## src/clcd_pkg.sv

```systemverilog
// Constants and command codes for the column line crossing detector.
// No dependencies; used by the top level and its checker.
package clcd_pkg;

    localparam int unsigned COLUMNS   = 64;
    localparam int unsigned COL_W     = $clog2(COLUMNS);
    localparam int unsigned CNT_W     = $clog2(COLUMNS + 1);
    localparam int unsigned COORD_W   = 12;
    localparam int unsigned QC_W      = 7;
    // Largest dividend: |area end - region x| (at most 8190) times COLUMNS
    localparam int unsigned DIV_W     = $clog2(8190 * COLUMNS + 1);
    localparam int unsigned STEP_W    = $clog2(DIV_W);
    localparam int unsigned THRESHOLD = COLUMNS * 2 / 3;

    typedef enum logic [1:0] {
        CMD_FRAME = 2'd0,
        CMD_AREA  = 2'd1,
        CMD_QUERY = 2'd2
    } t_cmd;

endpackage

```

## src/column_line_crossing_detector.sv

```systemverilog
// Column line crossing detector: per-colour seen-ever / seen-now column maps.
// Depends on clcd_pkg.
//
// Operation: a start-frame item is handled as it is accepted. A colored-area
// item runs DIV_W steps of a bit-serial restoring divider that scales both
// edges at once, then one sweep over the columns, one per cycle. A query runs
// the counting sweep and then loads the result register, which waits while an
// earlier result is still untaken. An area item while the region width is
// zero, and command code 3, are handled as they are accepted and change
// nothing. One item is worked on at a time; the input side is ready only
// while the block is idle.
module column_line_crossing_detector (
    input  logic                         i_clk,
    input  logic                         i_rst_n,
    input  logic                         i_in_valid,
    output logic                         o_in_ready,
    input  logic [1:0]                   i_command,
    input  logic [clcd_pkg::COORD_W-1:0] i_region_x,
    input  logic [clcd_pkg::COORD_W-1:0] i_region_y,
    input  logic [clcd_pkg::COORD_W-1:0] i_region_width,
    input  logic [clcd_pkg::COORD_W-1:0] i_region_height,
    input  logic                         i_color,
    input  logic [clcd_pkg::COORD_W-1:0] i_area_x,
    input  logic [clcd_pkg::COORD_W-1:0] i_area_width,
    output logic                         o_out_valid,
    input  logic                         i_out_ready,
    output logic                         o_line_detected,
    output logic [clcd_pkg::QC_W-1:0]    o_qualifying_columns
);
    import clcd_pkg::*;

    typedef enum logic [1:0] {
        S_IDLE,
        S_DIV,
        S_SWEEP,
        S_PUSH
    } t_state;

    t_state               r_state;
    logic [COLUMNS-1:0]   r_ever [2];
    logic [COLUMNS-1:0]   r_now  [2];
    logic [COORD_W-1:0]   r_reg_x;
    logic [COORD_W-1:0]   r_reg_y;
    logic [COORD_W-1:0]   r_reg_w;
    logic [COORD_W-1:0]   r_reg_h;
    logic                 r_any_frame;
    logic                 r_color;
    logic                 r_is_area;
    logic                 r_lo_neg;
    logic                 r_hi_neg;
    logic [DIV_W-1:0]     r_q_lo;
    logic [DIV_W-1:0]     r_q_hi;
    logic [COORD_W-1:0]   r_rem_lo;
    logic [COORD_W-1:0]   r_rem_hi;
    logic [STEP_W-1:0]    r_step;
    logic [COL_W-1:0]     r_col;
    logic [CNT_W-1:0]     r_cnt;
    logic                 r_out_valid;
    logic                 r_line_det;
    logic [QC_W-1:0]      r_qual;

    // Edge offsets relative to the stored region
    logic [COORD_W:0]     w_lo;
    logic [COORD_W+1:0]   w_hi;
    logic                 w_hi_neg;
    logic [COORD_W+1:0]   w_hi_abs;
    logic [DIV_W-1:0]     w_lo_dvd;
    logic [DIV_W-1:0]     w_hi_dvd;
    logic                 w_region_diff;

    // Divider step
    logic [COORD_W:0]     w_lo_try;
    logic [COORD_W:0]     w_hi_try;
    logic [COORD_W:0]     w_lo_sub;
    logic [COORD_W:0]     w_hi_sub;
    logic                 w_lo_ge;
    logic                 w_hi_ge;

    // Column sweep
    logic                 w_lo_big;
    logic                 w_hi_out;
    logic                 w_hi_sat;
    logic [COL_W-1:0]     w_first;
    logic [COL_W-1:0]     w_last;
    logic                 w_in_run;
    logic                 w_mark;
    logic [COLUMNS-1:0]   w_ever_sel;
    logic [COLUMNS-1:0]   w_now_sel;
    logic                 w_qual_bit;
    logic [CNT_W+QC_W-1:0] w_cnt_ext;

    assign o_in_ready           = (r_state == S_IDLE);
    assign o_out_valid          = r_out_valid;
    assign o_line_detected      = r_line_det;
    assign o_qualifying_columns = r_qual;

    assign w_lo     = {1'b0, i_area_x} - {1'b0, r_reg_x};
    assign w_hi     = {w_lo[COORD_W], w_lo} + {2'b00, i_area_width};
    assign w_hi_neg = w_hi[COORD_W+1];
    assign w_hi_abs = w_hi_neg ? (~w_hi + 1'b1) : w_hi;
    assign w_lo_dvd = DIV_W'(w_lo[COORD_W-1:0]) * DIV_W'(COLUMNS);
    assign w_hi_dvd = DIV_W'(w_hi_abs) * DIV_W'(COLUMNS);

    assign w_region_diff = (i_region_x != r_reg_x) || (i_region_y != r_reg_y) ||
                           (i_region_width != r_reg_w) || (i_region_height != r_reg_h);

    assign w_lo_try = {r_rem_lo, r_q_lo[DIV_W-1]};
    assign w_hi_try = {r_rem_hi, r_q_hi[DIV_W-1]};
    assign w_lo_ge  = (w_lo_try >= {1'b0, r_reg_w});
    assign w_hi_ge  = (w_hi_try >= {1'b0, r_reg_w});
    assign w_lo_sub = w_lo_try - {1'b0, r_reg_w};
    assign w_hi_sub = w_hi_try - {1'b0, r_reg_w};

    // A negative start clamps to column 0; a negative end truncates to 0 only
    // when its magnitude quotient is zero, otherwise the run is empty.
    assign w_lo_big = !r_lo_neg && (r_q_lo >= DIV_W'(COLUMNS));
    assign w_hi_out = r_hi_neg && (r_q_hi != '0);
    assign w_hi_sat = r_q_hi >= DIV_W'(COLUMNS - 1);
    assign w_first  = r_lo_neg ? '0 : r_q_lo[COL_W-1:0];
    assign w_last   = r_hi_neg ? '0 :
                      (w_hi_sat ? COL_W'(COLUMNS - 1) : r_q_hi[COL_W-1:0]);
    assign w_in_run = !w_lo_big && !w_hi_out && (r_col >= w_first) && (r_col <= w_last);
    assign w_mark   = r_is_area && w_in_run;

    assign w_ever_sel = r_ever[r_color];
    assign w_now_sel  = r_now[r_color];
    assign w_qual_bit = w_ever_sel[0] && !w_now_sel[0];
    assign w_cnt_ext  = {{QC_W{1'b0}}, r_cnt};

    always_ff @(posedge i_clk) begin
        if (!i_rst_n) begin
            r_state     <= S_IDLE;
            r_out_valid <= 1'b0;
            r_ever      <= '{default: '0};
            r_now       <= '{default: '0};
            r_reg_x     <= '0;
            r_reg_y     <= '0;
            r_reg_w     <= '0;
            r_reg_h     <= '0;
            r_any_frame <= 1'b0;
        end else begin
            // drop a taken result unless the push below loads the next one
            if (r_out_valid && i_out_ready && (r_state != S_PUSH)) begin
                r_out_valid <= 1'b0;
            end
            unique case (r_state)
                S_IDLE: begin
                    if (i_in_valid) begin
                        unique case (i_command)
                            CMD_FRAME: begin
                                if (w_region_diff) begin
                                    r_ever <= '{default: '0};
                                end
                                r_now       <= '{default: '0};
                                r_reg_x     <= i_region_x;
                                r_reg_y     <= i_region_y;
                                r_reg_w     <= i_region_width;
                                r_reg_h     <= i_region_height;
                                r_any_frame <= 1'b1;
                            end
                            CMD_AREA: begin
                                // drop areas while the region has no width
                                if (r_reg_w != '0) begin
                                    r_color   <= i_color;
                                    r_is_area <= 1'b1;
                                    r_lo_neg  <= w_lo[COORD_W];
                                    r_hi_neg  <= w_hi_neg;
                                    r_q_lo    <= w_lo_dvd;
                                    r_q_hi    <= w_hi_dvd;
                                    r_rem_lo  <= '0;
                                    r_rem_hi  <= '0;
                                    r_step    <= '0;
                                    r_state   <= S_DIV;
                                end
                            end
                            CMD_QUERY: begin
                                r_color   <= i_color;
                                r_is_area <= 1'b0;
                                r_col     <= '0;
                                r_cnt     <= '0;
                                r_state   <= S_SWEEP;
                            end
                            default: begin
                            end
                        endcase
                    end
                end
                S_DIV: begin
                    r_rem_lo <= w_lo_ge ? w_lo_sub[COORD_W-1:0] : w_lo_try[COORD_W-1:0];
                    r_rem_hi <= w_hi_ge ? w_hi_sub[COORD_W-1:0] : w_hi_try[COORD_W-1:0];
                    r_q_lo   <= {r_q_lo[DIV_W-2:0], w_lo_ge};
                    r_q_hi   <= {r_q_hi[DIV_W-2:0], w_hi_ge};
                    r_step   <= STEP_W'(r_step + 1'b1);
                    if (r_step == STEP_W'(DIV_W - 1)) begin
                        r_col   <= '0;
                        r_state <= S_SWEEP;
                    end
                end
                S_SWEEP: begin
                    // rotate the selected colour's maps so column r_col sits at bit 0
                    r_ever[r_color] <= {w_ever_sel[0] | w_mark, w_ever_sel[COLUMNS-1:1]};
                    r_now[r_color]  <= {w_now_sel[0] | w_mark, w_now_sel[COLUMNS-1:1]};
                    if (!r_is_area) begin
                        r_cnt <= CNT_W'(r_cnt + CNT_W'(w_qual_bit));
                    end
                    r_col <= COL_W'(r_col + 1'b1);
                    if (r_col == COL_W'(COLUMNS - 1)) begin
                        r_state <= r_is_area ? S_IDLE : S_PUSH;
                    end
                end
                S_PUSH: begin
                    // hold until the output register is free
                    if (!r_out_valid || i_out_ready) begin
                        r_out_valid <= 1'b1;
                        r_line_det  <= r_any_frame && (r_cnt > CNT_W'(THRESHOLD));
                        r_qual      <= w_cnt_ext[QC_W-1:0];
                        r_state     <= S_IDLE;
                    end
                end
                default: begin
                    r_state <= S_IDLE;
                end
            endcase
        end
    end

endmodule

```

## config.mk

```make
export PLATFORM = sky130hd
export DESIGN_NAME = column_line_crossing_detector
export DESIGN_NICKNAME = d
export VERILOG_FILES = /design/src/clcd_pkg.sv /design/src/column_line_crossing_detector.sv
export SDC_FILE = /design/constraint.sdc
export NUM_CORES = 1
export LEC_CHECK = 0
export BUFFER_PORTS_ARGS = -buffer_cell sky130_fd_sc_hd__clkbuf_2
export CAP_MARGIN = 10
export CORE_ASPECT_RATIO = 0.6
export CORE_UTILIZATION = 40
export CTS_CLUSTER_DIAMETER = 120
export DETAILED_ROUTE_END_ITERATION = 10
export SLEW_MARGIN = 10
export SYNTH_ARGS = -nofsm -noshare
export SYNTH_HDL_FRONTEND = slang
export SYNTH_SLANG_ARGS = --single-unit
```

## constraint.sdc

```tcl
create_clock -name i_clk -period 13.16 [get_ports i_clk]
set_clock_uncertainty 0.2 [all_clocks]
set_input_delay 1.974 -clock i_clk [delete_from_list [all_inputs] [get_ports i_clk]]
set_output_delay 1.974 -clock i_clk [all_outputs]
set_load 0.01 [all_outputs]
```

Yosys cells after proc, flatten, opt, wreduce, memory -nomap -nowiden

Cells that the tools add are included.

Bitwise gates (word level): 4
Multiplexer cells: 63
Add/subtract/negate cells: 8
Order comparisons: 9
Reduce and logical (&&, ||, !) cells: 38
Equality and inequality tests: 25

Operators with widths:

| cell                  | number |
|---|---|
| $mux 128              | 5 |
| $pmux 128 s2          | 2 |
| $mux 64               | 7 |
| $bwmux 128            | 2 |
| $mux 19               | 6 |
| $pmux 19 s2           | 2 |
| $demux 64 s1          | 1 |
| $mux 12               | 5 |
| $ne 12x12->1          | 4 |
| $pmux 12 s2           | 2 |
| $mux 6                | 6 |
| $ge 13x12->1          | 2 |
| $reduce_and 5->1      | 5 |
| $sub 12x12->12        | 2 |
| $mux 7                | 3 |
| $ge 19x6->1 const B   | 1 |
| $ge 19x7->1 const B   | 1 |
| $reduce_bool 19->1    | 1 |
| $pmux 6 s3            | 1 |
| $mux 5                | 3 |
| $add 13x13->14        | 1 |
| $ne 2x2->1 const B    | 7 |
| $pmux 7 s2            | 1 |
| $add 13x1->13 const B | 1 |
| 36 further kinds      | 76 |

Register bits: 400
Bits of input ports: 79
Output and inout port bits: 10

Logic depth before layout (Yosys ltp)

Word-level depth: 10
Mapped depth: 19
Mapped depth without buffers: 17

Worst setup path before layout

No wires, ideal clock.

Path type: input port to flip-flop
Start: input port i_rst_n
End: register r_q_hi[0], enable pin
Stages: 3
Slack: 5.011 ns
Library setup time: 0.588 ns
Data arrival time: 7.361 ns
Path buffers: 2
Cells stage by stage: clkbuf_1 > clkbuf_1 > nor3b_1

Longest elaborated chain between the ends: 1

Ends and longest elaborated chain:

| item                              | line                                 | text |
|---|---|---|
| from (decl)                       | column_line_crossing_detector.sv:14  | `input logic i_rst_n,` |
| $reduce_and 5->1 (no source line) | n/a                                  |  |
| to (signal assigned)              | column_line_crossing_detector.sv:169 | `r_q_hi <= w_hi_dvd;` |
| to (signal assigned)              | column_line_crossing_detector.sv:192 | `r_q_hi <= {r_q_hi[DIV_W-2:0], w_hi_ge};` |
| to (decl)                         | column_line_crossing_detector.sv:52  | `logic [DIV_W-1:0] r_q_hi;` |

Every way passes these cells.
A chain may end at the register's enable or synchronous reset.

Final worst setup path

Start: input port i_area_x[0] (netlist bit)
End: register r_q_hi[17], data pin

Longest elaborated chain between the ends: 9

Ends and longest elaborated chain:

| item               | line                                 | text |
|---|---|---|
| from (decl)        | column_line_crossing_detector.sv:23  | `input logic [clcd_pkg::COORD_W-1:0] i_area_x,` |
| $sub 12x12->13 (*) | column_line_crossing_detector.sv:97  | `assign w_lo = {1'b0, i_area_x} - {1'b0, r_reg_x};` |
| $add 13x13->14 (*) | column_line_crossing_detector.sv:98  | `assign w_hi = {w_lo[COORD_W], w_lo} + {2'b00, i_area_width};` |
| $not 13->13        | column_line_crossing_detector.sv:100 | `assign w_hi_abs = w_hi_neg ? (~w_hi + 1'b1) : w_hi;` |
| $add 13x1->13      | column_line_crossing_detector.sv:100 |  |
| $mux 13 (*)        | column_line_crossing_detector.sv:100 |  |
| $mux 19 (*)        | column_line_crossing_detector.sv:163 | `if (r_reg_w != '0) begin` |
| $mux 19 (*)        | column_line_crossing_detector.sv:149 | `unique case (i_command)` |
| $mux 19 (*)        | column_line_crossing_detector.sv:148 | `if (i_in_valid) begin` |
| $pmux 19 s2 (*)    | column_line_crossing_detector.sv:146 | `unique case (r_state)` |

Every way passes the cells marked *; elsewhere a longest branch is shown, timed or not. The select of a mux whose other input is x is not followed.

==> results.toml <==
[outcome]
status = "finished clean"

[drt]
drtAntennaViolNets = 0
drtIter0Drc = 1150
wire_per_inst_um = 15.7
vias_per_cell = 5.29
drc = 0
first_pass_iters = 5
dr_total_vias = 13600
wirelength_mm = 40.5

[power_and_ir_drop]
powerDensity_nw_per_um2 = 134
vdd_drop_max_mv = 0.0929
combPwrFrac_pct = 13.7
p_leak_nw = 7.05
switching_share_pct = 26.3
netSwitchingPower_w = 0.000731
seq_power_share_pct = 47.1
finalPower_w = 0.00278
p_int_w = 0.00205
pwr-share-clk_pct = 39.2

[sta]
hold_viol_final = 0
fmax_mhz = 173
rsz0062_at_grt = "false"
setup_tns_ns = 0
tightest_slew_ns = 1.14
post-route-period-util_pct = 43.9
slew_headroom_pct = 23.6
period_needed_ns = 5.78
setup_viol = 0
final_max_slew_viol_count = 0
fin_ws_ns = 7.38

[clock_network]
htree_levels = 2
root_buffer = "clkbuf_16"
post_cts_buffers = 0
clockBufferDepth = 3
hold_buffers = 0
clock-sinks = 400
clk_latency_ns = 0.54
cts_buffers = 39
cts_resized = 0
cts.clk_slew.worst_paths_ns = 0.06
tritoncts = "done"

[grt]
grt_max_degree = 111
track_usage_pct = 17.0
use_met1_pct = 25.9
use_met2_pct = 24.4
first_global_vias = 12600
grt.busiest_layer = "met1"
antenna_found_initial = 1
grt_pass1_wl_mm = 66.3
grt-ovfl-total = 0
use_met3_pct = 3.49

[layout]
final_cell_mix = "dfxtp_1, nor2b_1, a22oi_1"
fillerInstances = 4274
antenna_cells = 0
syn2layout_area_growth_pct = 11.6
finalNetCount = 2075
drive_gt1_share_pct = 9.71
layout_commonest_cell = "dfxtp_1"

[critical_path]
end_kind = "flip-flop"
crit_slowest_cell = "or4b_4"
slowest_delay_ns = 0.52
critPathArrivalTime_ns = 5.96
required_ns = 13.34
worstSetupPathType = "in2reg"
cp-start-kind = "input pin"
cp_max_fo = 7
cp_cell_sequence = "clkbuf_2 > inv_1 > ha_1 > fa_1 > nor2b_1 > o21ai_0 > a21oi_1 > ha_1 > a21oi_1 > nand2b_1 > nand3b_1 > xnor2_1 > or4b_4 > or4_4 > a211o_1 > o211ai_2"

[floorplan]
die_h_um = 169
initial_core_util_pct = 41.0
core_region_area_um2 = 45300
die_w_um = 280
placementRows = 60
ios = 89
design.die.area_um2 = 47300

[yosys]
avgSynthCellArea_um2 = 9.75
synth-main-ff-cell = "dfxtp_1"
syn-instance-count = 1903
ys_seq_elements = 400
synth_enable_flop_cells = 92
netlist_area_um2 = 18500
yosysSeqAreaShare_pct = 48.1
synth_cell_types = 65
synth-async-reset-ratio_pct = 0
synth_fp_nets = 2053
yosysWarnings = 0

[job]
drv_cap = 0

[placement]
routabilityCongestion = 0.885
io_buffers = 88
post-place-ws_ns = 6.89
hpwl_mm = 27.1

[worst_hold_path]
hold_path.class = "reg2reg"
stage by stage:
stage	area (µm²)	hold slack (ns)	util, %	std cells
after floorplan	18500	0.233	-	1903
after global placement	19500	0.242	43.0	2504
after detailed placement	19500	0.247	43.0	2504
after CTS	20700	0.262	45.7	2576
after global routing	20700	0.294	45.7	2576
final	20700	0.263	45.7	2576
critical path: cells and delay by family:
| family | cells | cell delay (ns) |
|---|---|---|
| simple gates | 5 | 1.53 |
| compound gates | 5 | 1.00 |
| fa+ha+maj | 3 | 0.97 |
| xor+xnor | 1 | 0.35 |
| buf+inv | 2 | 0.11 |
sequential cells by signal, indices dropped and copies added, names as in the netlist, 2 cells and up:
name,flops
r_rem_lo,12
r_step,5
o_qualifying_columns,7
r_reg_y,12
r_cnt,7
r_col,6
r_q_hi,19
r_q_lo,19
r_ever,128
r_rem_hi,12
r_state,2
r_now,128
r_reg_w,12
r_reg_x,12
r_reg_h,12
path summary, 6_finish.rpt:
check | slack [ns] | cells after the start | start | endpoint
max | 7.38 | 16 | i_area_x[0] | r_q_hi[17]
min | 0.26 | 1 | r_any_frame | r_any_frame
max reg2reg | 8.38 | 17 | r_reg_x[1] | r_q_hi[16]
min reg2reg | 0.26 | 1 | r_any_frame | r_any_frame
kinds of logic (layout without fill, tap and decap cells):
kind of cell	after synthesis	in the layout	synth area share [%]
compound gates	492	492	19.2
xor+xnor	86	86	4.06
fa+ha+maj	71	71	4.95
buf+inv	176	229	3.58
flops	400	400	48.1
mux	17	17	0.938
simple gates	661	661	19.1
final cells by class:
cell class	count	area, µm²	share of cell area (%)
Timing Repair Buffer	104	567	2.74
Multi-Input combinational cell	1327	9000	43.5
Clock buffer	60	1160	5.59
Sequential cell	400	8930	43.1
Tap cell	620	776	3.75
Clock inverter	12	77.6	0.375
Inverter	53	199	0.961
cells in the mapped netlist (3+ instances only):
cell / n / area share (%)
o21ai_0: 39 / 1.1
edfxtp_1: 92 / 15
nand2b_1: 20 / 0.67
o22ai_1: 4 / 0.13
nor3_1: 19 / 0.51
a31o_2: 3 / 0.14
o41ai_1: 6 / 0.28
nor3b_1: 3 / 0.12
a21boi_0: 52 / 2.1
nand3_1: 18 / 0.49
a2111oi_0: 4 / 0.19
nand2_1: 159 / 3.2
nor2_1: 74 / 1.5
or2_2: 6 / 0.20
and2_1: 19 / 0.64
o31ai_1: 12 / 0.49
and3_1: 9 / 0.30
xnor2_1: 48 / 2.3
inv_1: 53 / 1.1
dfxtp_1: 308 / 33
ha_1: 67 / 4.5
o21a_1: 13 / 0.53
a22oi_1: 258 / 10
xor2_1: 38 / 1.8
or3_1: 11 / 0.37
o31a_1: 6 / 0.28
o21bai_1: 5 / 0.20
fa_1: 4 / 0.43
nor2b_1: 279 / 9.4
buf_1: 19 / 0.38
a211oi_1: 9 / 0.36
nand4_1: 17 / 0.57
clkbuf_1: 102 / 2.1
mux2i_1: 14 / 0.76
a21oi_1: 37 / 1.0
a211o_1: 4 / 0.19
o211ai_1: 9 / 0.36
mux2_2: 3 / 0.18
a21o_1: 11 / 0.45
nor4_1: 16 / 0.54
power by group through the flow:
stage / Clock, W / Combinational [W] / Sequential (W)
final: 0.00109 / 0.000380 / 0.00131
after detailed placement: 0 / 0.000377 / 0.00134
after CTS: 0.00113 / 0.000379 / 0.00131
after global routing: 0.00118 / 0.000423 / 0.00131
after floorplan: 0 / 0.000289 / 0.00133
after global placement: 0 / 0.000368 / 0.00134
per-layer routing:
metal,wire length [µm],vias to the layer above
li1,-,6847
met1,21000,6455
met2,16500,279
met3,2370,46
met4,611,0
met5,0,-
Note: power is estimated with default switching activity, not from simulation.
